--- src/fcht_pkg.sv ---
`timescale 1ns / 1ps

package fcht_pkg;

  // Field and arithmetic widths
  localparam int unsigned ChanW    = 16;         // Q4.12 colour channel
  localparam int unsigned FracW    = 12;         // fraction bits of Q4.12
  localparam int unsigned EngW     = ChanW + 1;  // engine far end, near + range
  localparam int unsigned MulW     = 18;         // shared multiplier operand
  localparam int unsigned ProdW    = 2 * MulW;   // multiplier product
  localparam int unsigned LumaW    = 18;         // luma of a 17-bit colour
  localparam int unsigned LumaShft = 16;         // luma coefficients are Q0.16
  localparam int unsigned EndW     = 22;         // shaded end, full width
  localparam int unsigned DiffW    = EndW + 1;   // far end minus new near
  localparam int unsigned CountW   = 32;
  localparam int unsigned OpW      = 2;

  localparam int unsigned Channels = 3;
  localparam int unsigned ChIdxW   = $clog2(Channels);

  // Divider retires two quotient bits per step
  localparam int unsigned DivSteps = ChanW / 2;
  localparam int unsigned DivCntW  = $clog2(DivSteps);

  // Configuration registers
  localparam int unsigned CfgIdxW  = 2;
  localparam int unsigned GainW    = 13;
  localparam int unsigned CapW     = 15;
  localparam int unsigned DarkW    = 13;
  localparam int unsigned CfgDataW = 15;

  localparam logic [CfgIdxW-1:0] RegShadeGain = 2'd0;
  localparam logic [CfgIdxW-1:0] RegHueCap    = 2'd1;
  localparam logic [CfgIdxW-1:0] RegDarkLimit = 2'd2;

  localparam logic [GainW-1:0] ShadeGainRst = 13'd2458;  // 0.6
  localparam logic [CapW-1:0]  HueCapRst    = 15'd12288; // 3.0
  localparam logic [DarkW-1:0] DarkLimitRst = 13'd4;     // ~0.001

  // Operation codes
  localparam logic [OpW-1:0] OpSet    = 2'd0;
  localparam logic [OpW-1:0] OpTint   = 2'd1;
  localparam logic [OpW-1:0] OpForget = 2'd2;

  // Channel indexes
  localparam logic [ChIdxW-1:0] ChRed   = 2'd0;
  localparam logic [ChIdxW-1:0] ChGreen = 2'd1;
  localparam logic [ChIdxW-1:0] ChBlue  = 2'd2;

  // Rec.601 luma weights, Q0.16, summing to 1.0
  localparam logic signed [MulW-1:0] LumaCoefR = 18'sd19595;
  localparam logic signed [MulW-1:0] LumaCoefG = 18'sd38470;
  localparam logic signed [MulW-1:0] LumaCoefB = 18'sd7471;

  typedef struct packed {
    logic [OpW-1:0]          operation;
    logic signed [ChanW-1:0] first_r;
    logic signed [ChanW-1:0] first_g;
    logic signed [ChanW-1:0] first_b;
    logic signed [ChanW-1:0] first_w;
    logic signed [ChanW-1:0] second_r;
    logic signed [ChanW-1:0] second_g;
    logic signed [ChanW-1:0] second_b;
    logic signed [ChanW-1:0] second_w;
  } in_item_t;

  typedef struct packed {
    logic signed [ChanW-1:0] near_r;
    logic signed [ChanW-1:0] near_g;
    logic signed [ChanW-1:0] near_b;
    logic signed [ChanW-1:0] near_w;
    logic signed [ChanW-1:0] span_r;
    logic signed [ChanW-1:0] span_g;
    logic signed [ChanW-1:0] span_b;
    logic signed [ChanW-1:0] span_w;
    logic [CountW-1:0]       tints_so_far;
  } out_item_t;

  // Datapath micro-operations
  typedef enum logic [3:0] {
    CMD_NONE,
    CMD_CAPTURE,
    CMD_MUL_LUMA,
    CMD_ACC,
    CMD_LUMA,
    CMD_DIV_INIT,
    CMD_DIV_STEP,
    CMD_HUE_WR,
    CMD_MUL_BRT,
    CMD_BRT,
    CMD_MUL_SHD,
    CMD_SHD_WR,
    CMD_SET_DONE,
    CMD_FORGET,
    CMD_EMIT
  } dp_op_e;

  typedef struct packed {
    dp_op_e            op;
    logic [ChIdxW-1:0] ch;
    logic              far_sel;  // 0 toward / near end, 1 away / far end
  } dp_cmd_t;

  typedef struct packed {
    logic [OpW-1:0] op;
    logic           horizon_valid;
    logic           out_free;
  } dp_status_t;

endpackage

--- src/fcht_ctrl.sv ---
`timescale 1ns / 1ps

module fcht_ctrl (
  input  logic                 clk_i,
  input  logic                 rst_ni,
  input  logic                 in_valid_i,
  output logic                 in_stall_o,
  input  fcht_pkg::dp_status_t status_i,
  output fcht_pkg::dp_cmd_t    cmd_o
);
  import fcht_pkg::*;

  typedef enum logic [12:0] {
    S_IDLE     = 13'b0000000000001,
    S_DECODE   = 13'b0000000000010,
    S_LUMA_MUL = 13'b0000000000100,
    S_LUMA_ACC = 13'b0000000001000,
    S_LUMA_RND = 13'b0000000010000,
    S_DIV_INIT = 13'b0000000100000,
    S_DIV_STEP = 13'b0000001000000,
    S_HUE_WR   = 13'b0000010000000,
    S_BRT_MUL  = 13'b0000100000000,
    S_BRT_RND  = 13'b0001000000000,
    S_SHD_MUL  = 13'b0010000000000,
    S_SHD_WR   = 13'b0100000000000,
    S_FINISH   = 13'b1000000000000
  } state_e;

  state_e             state_q, state_d;
  logic [ChIdxW-1:0]  ch_q, ch_d;
  logic               far_q, far_d;
  logic [DivCntW-1:0] step_q, step_d;
  logic               is_set;

  assign is_set = (status_i.op == OpSet);

  always_comb begin
    state_d       = state_q;
    ch_d          = ch_q;
    far_d         = far_q;
    step_d        = step_q;
    in_stall_o    = 1'b1;
    cmd_o.op      = CMD_NONE;
    cmd_o.ch      = ch_q;
    cmd_o.far_sel = far_q;
    unique case (state_q)
      S_IDLE: begin
        in_stall_o = 1'b0;
        if (in_valid_i) begin
          cmd_o.op = CMD_CAPTURE;
          ch_d     = ChRed;
          far_d    = 1'b0;
          state_d  = S_DECODE;
        end
      end
      S_DECODE: begin
        unique case (status_i.op)
          OpSet:    state_d = S_LUMA_MUL;
          OpTint:   state_d = status_i.horizon_valid ? S_LUMA_MUL : S_IDLE;
          OpForget: begin
            cmd_o.op = CMD_FORGET;
            state_d  = S_IDLE;
          end
          default:  state_d = S_IDLE;
        endcase
      end
      S_LUMA_MUL: begin
        cmd_o.op = CMD_MUL_LUMA;
        state_d  = S_LUMA_ACC;
      end
      S_LUMA_ACC: begin
        cmd_o.op = CMD_ACC;
        if (ch_q == ChBlue) begin
          ch_d    = ChRed;
          state_d = S_LUMA_RND;
        end else begin
          ch_d    = ch_q + ChIdxW'(1);
          state_d = S_LUMA_MUL;
        end
      end
      S_LUMA_RND: begin
        cmd_o.op = CMD_LUMA;
        state_d  = is_set ? S_DIV_INIT : S_BRT_MUL;
      end
      S_DIV_INIT: begin
        cmd_o.op = CMD_DIV_INIT;
        step_d   = '0;
        state_d  = S_DIV_STEP;
      end
      S_DIV_STEP: begin
        cmd_o.op = CMD_DIV_STEP;
        step_d   = step_q + DivCntW'(1);
        if (step_q == DivCntW'(DivSteps - 1)) state_d = S_HUE_WR;
      end
      S_HUE_WR, S_SHD_WR: begin
        cmd_o.op = (state_q == S_HUE_WR) ? CMD_HUE_WR : CMD_SHD_WR;
        if (ch_q != ChBlue) begin
          ch_d    = ch_q + ChIdxW'(1);
          state_d = (state_q == S_HUE_WR) ? S_DIV_INIT : S_SHD_MUL;
        end else begin
          ch_d = ChRed;
          if (far_q) begin
            state_d = S_FINISH;
          end else begin
            far_d   = 1'b1;
            state_d = S_LUMA_MUL;
          end
        end
      end
      S_BRT_MUL: begin
        cmd_o.op = CMD_MUL_BRT;
        state_d  = S_BRT_RND;
      end
      S_BRT_RND: begin
        cmd_o.op = CMD_BRT;
        state_d  = S_SHD_MUL;
      end
      S_SHD_MUL: begin
        cmd_o.op = CMD_MUL_SHD;
        state_d  = S_SHD_WR;
      end
      S_FINISH: begin
        if (is_set) begin
          cmd_o.op = CMD_SET_DONE;
          state_d  = S_IDLE;
        end else if (status_i.out_free) begin
          cmd_o.op = CMD_EMIT;
          state_d  = S_IDLE;
        end
      end
      default: state_d = S_IDLE;
    endcase
  end

  always_ff @(posedge clk_i or negedge rst_ni) begin
    if (!rst_ni) begin
      state_q <= S_IDLE;
      ch_q    <= ChRed;
      far_q   <= 1'b0;
      step_q  <= '0;
    end else begin
      state_q <= state_d;
      ch_q    <= ch_d;
      far_q   <= far_d;
      step_q  <= step_d;
    end
  end

endmodule

--- src/fcht_dp.sv ---
`timescale 1ns / 1ps

module fcht_dp (
  input  logic                             clk_i,
  input  logic                             rst_ni,
  input  logic                             cfg_we_i,
  input  logic [fcht_pkg::CfgIdxW-1:0]     cfg_index_i,
  input  logic [fcht_pkg::CfgDataW-1:0]    cfg_data_i,
  input  fcht_pkg::in_item_t               in_data_i,
  output fcht_pkg::out_item_t              out_data_o,
  output logic                             out_valid_o,
  input  logic                             out_stall_i,
  input  fcht_pkg::dp_cmd_t                cmd_i,
  output fcht_pkg::dp_status_t             status_o
);
  import fcht_pkg::*;

  localparam logic signed [ProdW-1:0] LumaHalf = ProdW'(1) << (LumaShft - 1);
  localparam logic signed [ProdW-1:0] FracHalf = ProdW'(1) << (FracW - 1);

  function automatic logic signed [ChanW-1:0] sat_chan(input logic signed [DiffW-1:0] x);
    logic [DiffW-ChanW:0] hi_bits;
    hi_bits = x[DiffW-1:ChanW-1];
    if (hi_bits == '0 || hi_bits == '1) return x[ChanW-1:0];
    else if (x[DiffW-1]) return {1'b1, {(ChanW-1){1'b0}}};
    else return {1'b0, {(ChanW-1){1'b1}}};
  endfunction

  // configuration
  logic [GainW-1:0] gain_q;
  logic [CapW-1:0]  cap_q;
  logic [DarkW-1:0] dark_q;

  // held horizon and counters
  logic signed [ChanW-1:0] toward_hue_q [Channels];
  logic signed [ChanW-1:0] away_hue_q   [Channels];
  logic                    toward_has_q, away_has_q, horizon_q, out_valid_q;
  logic [CountW-1:0]       tint_count_q;

  // working registers
  in_item_t                in_q;
  out_item_t               out_q, out_d;
  logic signed [ProdW-1:0] p_q, acc_q;
  logic signed [LumaW-1:0] luma_q;
  logic signed [MulW-1:0]  bright_q;
  logic signed [EndW-1:0]  nend_q [Channels];
  logic signed [EndW-1:0]  fend_q [Channels];
  logic [ChanW-1:0]        rem_q, div_q, dlo_q, quot_q;
  logic                    ovf_q, neg_q;

  // combinational
  logic signed [ChanW-1:0] first_c, second_c, hue_c, hue_v;
  logic signed [MulW-1:0]  coef_c, mul_a, mul_b;
  logic signed [EngW-1:0]  first_x, second_x, eng_c;
  logic [EngW-1:0]         eng_abs;
  logic [ChanW-1:0]        mag, rem_init;
  logic signed [ProdW-1:0] acc_rnd, p_rnd;
  logic signed [EndW-1:0]  end_v;
  logic                    is_tint, dark_c, has_c;
  logic [ChanW:0]          dv, r1, r2, m1, m2;
  logic                    ge1, ge2;
  logic signed [ChanW-1:0] n_v [Channels];
  logic signed [ChanW-1:0] s_v [Channels];

  always_comb begin
    unique case (cmd_i.ch)
      ChRed: begin
        first_c  = in_q.first_r;
        second_c = in_q.second_r;
        coef_c   = LumaCoefR;
      end
      ChGreen: begin
        first_c  = in_q.first_g;
        second_c = in_q.second_g;
        coef_c   = LumaCoefG;
      end
      default: begin
        first_c  = in_q.first_b;
        second_c = in_q.second_b;
        coef_c   = LumaCoefB;
      end
    endcase
  end

  // far end of a tint is near + range, kept exact at 17 bits
  assign is_tint  = (in_q.operation == OpTint);
  assign first_x  = EngW'(first_c);
  assign second_x = EngW'(second_c);
  assign eng_c    = cmd_i.far_sel ? (is_tint ? first_x + second_x : second_x) : first_x;
  assign hue_c    = cmd_i.far_sel ? away_hue_q[cmd_i.ch] : toward_hue_q[cmd_i.ch];
  assign has_c    = cmd_i.far_sel ? away_has_q : toward_has_q;

  // shared multiplier operands
  always_comb begin
    mul_a = '0;
    mul_b = '0;
    unique case (cmd_i.op)
      CMD_MUL_LUMA: begin
        mul_a = MulW'(eng_c);
        mul_b = coef_c;
      end
      CMD_MUL_BRT: begin
        mul_a = luma_q;
        mul_b = $signed(MulW'(gain_q));
      end
      CMD_MUL_SHD: begin
        mul_a = MulW'(hue_c);
        mul_b = bright_q;
      end
      default: ;
    endcase
  end

  assign acc_rnd = acc_q + LumaHalf;
  assign p_rnd   = p_q + FracHalf;
  assign end_v   = has_c ? p_rnd[FracW +: EndW] : EndW'(eng_c);

  // divider set-up: dividend is |c| << 12
  assign eng_abs  = eng_c[EngW-1] ? -eng_c : eng_c;
  assign mag      = eng_abs[ChanW-1:0];
  assign rem_init = ChanW'(mag[ChanW-1:ChanW-FracW]);

  // two restoring steps
  assign dv  = {1'b0, div_q};
  assign r1  = {rem_q, dlo_q[ChanW-1]};
  assign ge1 = (r1 >= dv);
  assign m1  = ge1 ? r1 - dv : r1;
  assign r2  = {m1[ChanW-1:0], dlo_q[ChanW-2]};
  assign ge2 = (r2 >= dv);
  assign m2  = ge2 ? r2 - dv : r2;

  // hue from quotient, capped above, saturated below
  assign dark_c = luma_q[LumaW-1] || (luma_q == '0) ||
                  (luma_q[LumaW-2:0] < (LumaW-1)'(dark_q));

  always_comb begin
    if (dark_c) begin
      hue_v = '0;
    end else if (!neg_q) begin
      hue_v = (ovf_q || quot_q > ChanW'(cap_q)) ? ChanW'(cap_q) : quot_q;
    end else begin
      hue_v = (ovf_q || quot_q[ChanW-1]) ? {1'b1, {(ChanW-1){1'b0}}} : -quot_q;
    end
  end

  always_comb begin
    for (int i = 0; i < Channels; i++) begin
      n_v[i] = sat_chan(DiffW'(nend_q[i]));
      s_v[i] = sat_chan(DiffW'(fend_q[i]) - DiffW'(n_v[i]));
    end
    out_d.near_r       = n_v[ChRed];
    out_d.near_g       = n_v[ChGreen];
    out_d.near_b       = n_v[ChBlue];
    out_d.near_w       = in_q.first_w;
    out_d.span_r       = s_v[ChRed];
    out_d.span_g       = s_v[ChGreen];
    out_d.span_b       = s_v[ChBlue];
    out_d.span_w       = in_q.second_w;
    out_d.tints_so_far = tint_count_q + CountW'(1);
  end

  always_ff @(posedge clk_i or negedge rst_ni) begin
    if (!rst_ni) begin
      gain_q       <= ShadeGainRst;
      cap_q        <= HueCapRst;
      dark_q       <= DarkLimitRst;
      toward_has_q <= 1'b0;
      away_has_q   <= 1'b0;
      horizon_q    <= 1'b0;
      out_valid_q  <= 1'b0;
      tint_count_q <= '0;
      for (int i = 0; i < Channels; i++) begin
        toward_hue_q[i] <= '0;
        away_hue_q[i]   <= '0;
      end
    end else begin
      if (cfg_we_i) begin
        unique case (cfg_index_i)
          RegShadeGain: gain_q <= cfg_data_i[GainW-1:0];
          RegHueCap:    cap_q  <= cfg_data_i[CapW-1:0];
          RegDarkLimit: dark_q <= cfg_data_i[DarkW-1:0];
          default: ;
        endcase
      end
      if (cmd_i.op == CMD_EMIT) out_valid_q <= 1'b1;
      else if (out_valid_q && !out_stall_i) out_valid_q <= 1'b0;
      unique case (cmd_i.op)
        CMD_HUE_WR: begin
          if (cmd_i.far_sel) begin
            away_hue_q[cmd_i.ch] <= hue_v;
            away_has_q           <= !dark_c;
          end else begin
            toward_hue_q[cmd_i.ch] <= hue_v;
            toward_has_q           <= !dark_c;
          end
        end
        CMD_SET_DONE: horizon_q <= 1'b1;
        CMD_FORGET:   horizon_q <= 1'b0;
        CMD_EMIT:     tint_count_q <= tint_count_q + CountW'(1);
        default: ;
      endcase
    end
  end

  always_ff @(posedge clk_i) begin
    p_q <= mul_a * mul_b;
    unique case (cmd_i.op)
      CMD_CAPTURE: in_q <= in_data_i;
      CMD_ACC:     acc_q <= (cmd_i.ch == ChRed) ? p_q : acc_q + p_q;
      CMD_LUMA:    luma_q <= acc_rnd[LumaShft +: LumaW];
      CMD_DIV_INIT: begin
        div_q  <= luma_q[ChanW-1:0];
        rem_q  <= rem_init;
        dlo_q  <= {mag[ChanW-FracW-1:0], {FracW{1'b0}}};
        ovf_q  <= (rem_init >= luma_q[ChanW-1:0]);
        neg_q  <= eng_c[EngW-1];
        quot_q <= '0;
      end
      CMD_DIV_STEP: begin
        rem_q  <= m2[ChanW-1:0];
        dlo_q  <= dlo_q << 2;
        quot_q <= {quot_q[ChanW-3:0], ge1, ge2};
      end
      CMD_BRT: bright_q <= p_rnd[FracW +: MulW];
      CMD_SHD_WR: begin
        if (cmd_i.far_sel) fend_q[cmd_i.ch] <= end_v;
        else nend_q[cmd_i.ch] <= end_v;
      end
      CMD_EMIT: out_q <= out_d;
      default: ;
    endcase
  end

  assign out_data_o             = out_q;
  assign out_valid_o            = out_valid_q;
  assign status_o.op            = in_q.operation;
  assign status_o.horizon_valid = horizon_q;
  assign status_o.out_free      = !out_valid_q || !out_stall_i;

`ifndef SYNTH
  a_div_rem_below: assert property (@(posedge clk_i) disable iff (!rst_ni)
    (cmd_i.op == CMD_DIV_STEP && !ovf_q) |-> (rem_q < div_q))
    else $error("divider remainder not below divisor");

  a_horizon_drop: assert property (@(posedge clk_i) disable iff (!rst_ni)
    $fell(horizon_q) |-> $past(cmd_i.op == CMD_FORGET))
    else $error("horizon dropped without forget");

  a_emit_needs_horizon: assert property (@(posedge clk_i) disable iff (!rst_ni)
    (cmd_i.op == CMD_EMIT) |-> (horizon_q && (!out_valid_q || !out_stall_i)))
    else $error("tint result loaded without horizon or over a pending result");

  a_emit_count: assert property (@(posedge clk_i) disable iff (!rst_ni)
    (cmd_i.op == CMD_EMIT) |=> (out_valid_q && out_q.tints_so_far == tint_count_q))
    else $error("tint count and emitted result disagree");
`endif

endmodule

--- src/fog_colour_hue_tint.sv ---
// Fog colour hue tint.
// Input channel (in_valid_i / in_stall_o / in_data_i) takes one request at a
// time: set horizon (toward and away sky colours), tint (near fog colour and
// range) or forget horizon. Output channel (out_valid_o / out_stall_i /
// out_data_o) carries one result per tint while a horizon is held.
// Work per request:
//   set horizon     two 3-tap luma MACs, six 8-step radix-4 divides
//   tint            two lumas, two gains, six shades on one multiplier
//   forget / other  decode only
// A tint result is held in the output register until taken. The input
// side stays free while a result waits; a further tint holds in its final
// state until the output register empties, so a stalled receiver stops the
// block at the next tint request.
// Configuration (cfg_we_i / cfg_index_i / cfg_data_i) writes shade gain, hue
// cap and dark limit; write only while idle.
// Reset (rst_ni, async, active low) loads the register defaults, drops the
// horizon, zeroes hues and the tint count, and empties the output register.
`timescale 1ns / 1ps

module fog_colour_hue_tint (
  input  logic                          clk_i,
  input  logic                          rst_ni,
  // configuration writes
  input  logic                          cfg_we_i,
  input  logic [fcht_pkg::CfgIdxW-1:0]  cfg_index_i,
  input  logic [fcht_pkg::CfgDataW-1:0] cfg_data_i,
  // request in
  input  logic                          in_valid_i,
  output logic                          in_stall_o,
  input  fcht_pkg::in_item_t            in_data_i,
  // result out
  output logic                          out_valid_o,
  input  logic                          out_stall_i,
  output fcht_pkg::out_item_t           out_data_o
);
  import fcht_pkg::*;

  dp_cmd_t    cmd;     // micro-op for this cycle
  dp_status_t status;  // captured operation, horizon flag, output slot

  // Sequencer: walks luma, divide or shade steps per channel and end
  fcht_ctrl u_ctrl (
    .clk_i      (clk_i),
    .rst_ni     (rst_ni),
    .in_valid_i (in_valid_i),
    .in_stall_o (in_stall_o),
    .status_i   (status),
    .cmd_o      (cmd)
  );

  // Datapath: one 18x18 multiplier, accumulator, radix-4 divider, horizon
  // store, config registers and output register
  fcht_dp u_dp (
    .clk_i       (clk_i),
    .rst_ni      (rst_ni),
    .cfg_we_i    (cfg_we_i),
    .cfg_index_i (cfg_index_i),
    .cfg_data_i  (cfg_data_i),
    .in_data_i   (in_data_i),
    .out_data_o  (out_data_o),
    .out_valid_o (out_valid_o),
    .out_stall_i (out_stall_i),
    .cmd_i       (cmd),
    .status_o    (status)
  );

endmodule

--- config.mk ---
export PLATFORM = sky130hd
export DESIGN_NAME = fog_colour_hue_tint
export DESIGN_NICKNAME = d
export VERILOG_FILES = /design/src/fcht_pkg.sv /design/src/fcht_ctrl.sv /design/src/fcht_dp.sv /design/src/fog_colour_hue_tint.sv
export SDC_FILE = /design/constraint.sdc
export NUM_CORES = 2
export LEC_CHECK = 0
export BUFFER_PORTS_ARGS = -buffer_cell sky130_fd_sc_hd__buf_2
export CAP_MARGIN = 20
export CORE_AREA = 5 5 201 398
export DETAILED_ROUTE_END_ITERATION = 7
export DIE_AREA = 0 0 206 403
export PLACE_DENSITY = 0.86
export REMOVE_ABC_BUFFERS = 1
export SETUP_SLACK_MARGIN = 0.5
export SLEW_MARGIN = 0
export SYNTH_ARGS = -nofsm -noshare
export SYNTH_HDL_FRONTEND = slang
export SYNTH_SLANG_ARGS = --single-unit
--- constraint.sdc ---
create_clock -name clk_i -period 17.43 [get_ports clk_i]
set_clock_uncertainty 0.05 [all_clocks]
set_input_delay 2.6145 -clock clk_i [delete_from_list [all_inputs] [get_ports clk_i]]
set_output_delay 2.6145 -clock clk_i [all_outputs]
set_load 0.05 [all_outputs]
==> out/results.ini <==
[outcome]
status = finished, final reports clean

[clocking]
clk_latency_ps = 690
cts_root_buffer = clkbuf_16
cts_setup_buffers = 0
ctsHoldBuffers = 0
cts_max_path_buffers = 3
cts.htree.levels = 3
path_clk_slew_ps = 70
cts_sinks = 772
cts_inserted_buffers = 70
cts_tree = built
cts_resized = 0

[route]
wl_per_cell_um = 22.8
dr.max_layer_used = met5
drtIter0Drc = 3472
drc = 0
wl_met3_um = 13100
drt_first_pass_iters = 8
route.met2.wl_um = 66700
antenna_left = 0
totalWireLength_um = 139000
wl_met1_um = 50000
vias = 37726
via_per_inst = 6.17

[cells_and_area]
n_fill_cell = 5203
seq_area_sq_mm = 0.0219
drive_gt1_share_pct = 13.7
nets = 5788
most-common-layout-cells = inv_1, edfxtp_1, nand2_1
layout_commonest_cell = inv_1
area_delta_synth_final_pct = 10.1
multiInputGateArea_sq_mm = 0.0259
design_area_sq_mm = 0.0559

[floorplan]
die_area_sq_mm = 0.0830
rows = 144
die_h_um = 403
start_util_pct = 66.3
die_w_um = 206
coreArea_sq_mm = 0.0766
ioPinCount = 314

[grt]
grt_usage_pct = 33.8
antenna_found_initial = 4
grt_pass1_wl_um = 216000
grt_pass1_vias = 38429
overflow = 0
grt_max_degree = 114

[placement]
place_congestion = 1.04
numPortBuffers = 313
placed_area_sq_mm = 0.0534
dp_hpwl_um = 106000
post-place-ws_ps = 6920

[synthesis]
synth_edf_count = 546
ys_seq_elements = 772
syn_avg_cell_area_sq_um = 10.7
synthArstFlopShare_pct = 24.9
syn_inst = 4744
yosys_warnings = 0
syn_area_sq_mm = 0.0507
yosys.cell_types.count = 106
dominantRegCellSynth = edfxtp_1
ys_seq_area_share_pct = 43.2

[min_path]
worstHoldPathType = flop to flop

[worst_setup_path]
crit_path_top_delay_cell = buf_4
start_kind = flop
crit_top_cell = fa_1
crit_path_max_fanout = 61
cp.arrival_ps = 11120
worstSetupPathType = flop to flop
worstSetupEndpointType = flop
crit_path_max_incr_delay_ps = 850
cp.required_ps = 17880

[pwr]
power_mw = 4.31
total_leakage_power_nw = 24.3
powerDensity_mw_per_mm2 = 77.2
irDropWorstVdd_mv = 0.104

[sta]
layout_setup_ws_ps = 6760
min_period_ps = 10670
setup_tns_ps = 0
fmax_mhz = 93.7
maxSlewViolCount = 0
period_share_pct = 61.2
finalSetupViolations = 0
timing.max_slew.rel_slack_pct = 16.4
rsz0062_at_grt = false
hold_viol_final = 0
worstMarginPinSlew_ps = 1250

[flow_run]
maxCapViolations = 0

==> logic make-up (layout without fill, tap and decap cells) <==
| logic type | after synthesis | in the layout | synth area share (%) |
|---|---|---|---|
| flops | 772 | 772 | 43.2 |
| fa+ha+maj | 605 | 605 | 19.7 |
| mux | 194 | 194 | 4.12 |
| simple gates | 1280 | 1280 | 11.6 |
| buf+inv | 753 | 1096 | 5.83 |
| xor+xnor | 254 | 254 | 4.38 |
| compound gates | 886 | 886 | 11.2 |
| other cells | 0 | 2 | 0 |
==> routing by layer <==
metal / track usage [%] / vias up
li1: - / 16861
met1: 42.7 / 18396
met2: 54.5 / 1972
met3: 6.93 / 495
met4: 18.5 / 2
met5: 0 / -
==> power breakdown <==
group          total [mW]  switching [mW]  internal (mW)
combinational       0.550           0.374          0.176
sequential           2.14          0.0431           2.10
clock                1.62           0.747          0.877
==> final cells by class <==
type	instances	area share, %
Antenna cell	2	0.00896
Clock buffer	86	3.34
Clock inverter	42	0.974
Inverter	599	4.04
Multi-Input combinational cell	3219	46.4
Sequential cell	772	39.2
Tap cell	1022	2.29
Timing Repair Buffer	369	3.70
==> stage by stage <==
| stage | hold WS, ps | std cells | utilization [%] |
|---|---|---|---|
| floorplan | 350 | 4590 | - |
| global placement | 350 | 5973 | 69.6 |
| detailed placement | 355 | 5976 | 69.7 |
| CTS | 367 | 6104 | 72.8 |
| global route | 375 | 6111 | 72.9 |
| finish | 368 | 6111 | 72.9 |
==> synthesized netlist by cell type (34+ instances only) <==
| library cell | n | share of area, % |
|---|---|---|
| nand3_1 | 86 | 0.85 |
| xor2_1 | 90 | 1.6 |
| inv_1 | 590 | 4.4 |
| edfxtp_1 | 546 | 32 |
| o21ai_1 | 88 | 0.87 |
| a21oi_1 | 239 | 2.4 |
| o21a_1 | 46 | 0.68 |
| dfxtp_1 | 34 | 1.3 |
| fa_1 | 322 | 13 |
| clkbuf_1 | 79 | 0.58 |
| mux2_2 | 118 | 2.6 |
| nand4_1 | 34 | 0.42 |
| ha_1 | 283 | 7.0 |
| nand2_1 | 460 | 3.4 |
| mux2i_1 | 76 | 1.5 |
| nor2_1 | 390 | 2.9 |
| nor3_1 | 55 | 0.54 |
| o21ai_0 | 162 | 1.6 |
| a21o_1 | 97 | 1.4 |
| xnor2_1 | 164 | 2.8 |
| nand2b_1 | 43 | 0.53 |
| buf_2 | 56 | 0.55 |
| dfrtp_1 | 182 | 9.0 |
==> state kept, by name, summed over array words and instances, names as in the netlist, 15 cells and up <==
name / cells
u_dp.tint_count_q: 32
u_dp.fend_q: 66
u_dp.p_q: 34
u_dp.out_data_o: 160
u_dp.quot_q: 16
u_dp.luma_q: 18
u_dp.in_q: 128
u_dp.away_hue_q: 48
u_dp.acc_q: 34
u_dp.toward_hue_q: 48
u_dp.nend_q: 66
u_dp.div_q: 16
u_dp.bright_q: 18
u_dp.rem_q: 16
u_dp.cap_q: 15
==> critical path: cells and delay by family (launching register included) <==
kind | cells | cell delay [ps]
xor gates and xnor gates | 1 | 130
adders and majority gates | 8 | 3900
AOI/OAI and AO/OA | 15 | 3660
DFF | 1 | 540
and+or+nand+nor | 3 | 780
buffers and inverters | 6 | 1120
muxes | 1 | 270
==> worst paths after layout <==
| path | startpoint | endpoint | cells past startpoint | slack (ps) |
|---|---|---|---|---|
| max in group asynchronous | rst_ni | u_ctrl.state_q[0] | 3 | 14100 |
| hold / removal | u_dp.in_q[79] | u_dp.out_data_o[111] | 0 | 370 |
| setup reg to reg | u_ctrl.ch_q[0] | u_dp.p_q[33] | 34 | 6760 |
| min in group asynchronous | rst_ni | u_dp.tint_count_q[27] | 1 | 2020 |
| hold reg to reg | u_dp.in_q[79] | u_dp.out_data_o[111] | 0 | 370 |
| setup / recovery | u_ctrl.ch_q[0] | u_dp.p_q[33] | 34 | 6760 |
Power figures use the tool's default switching activity.
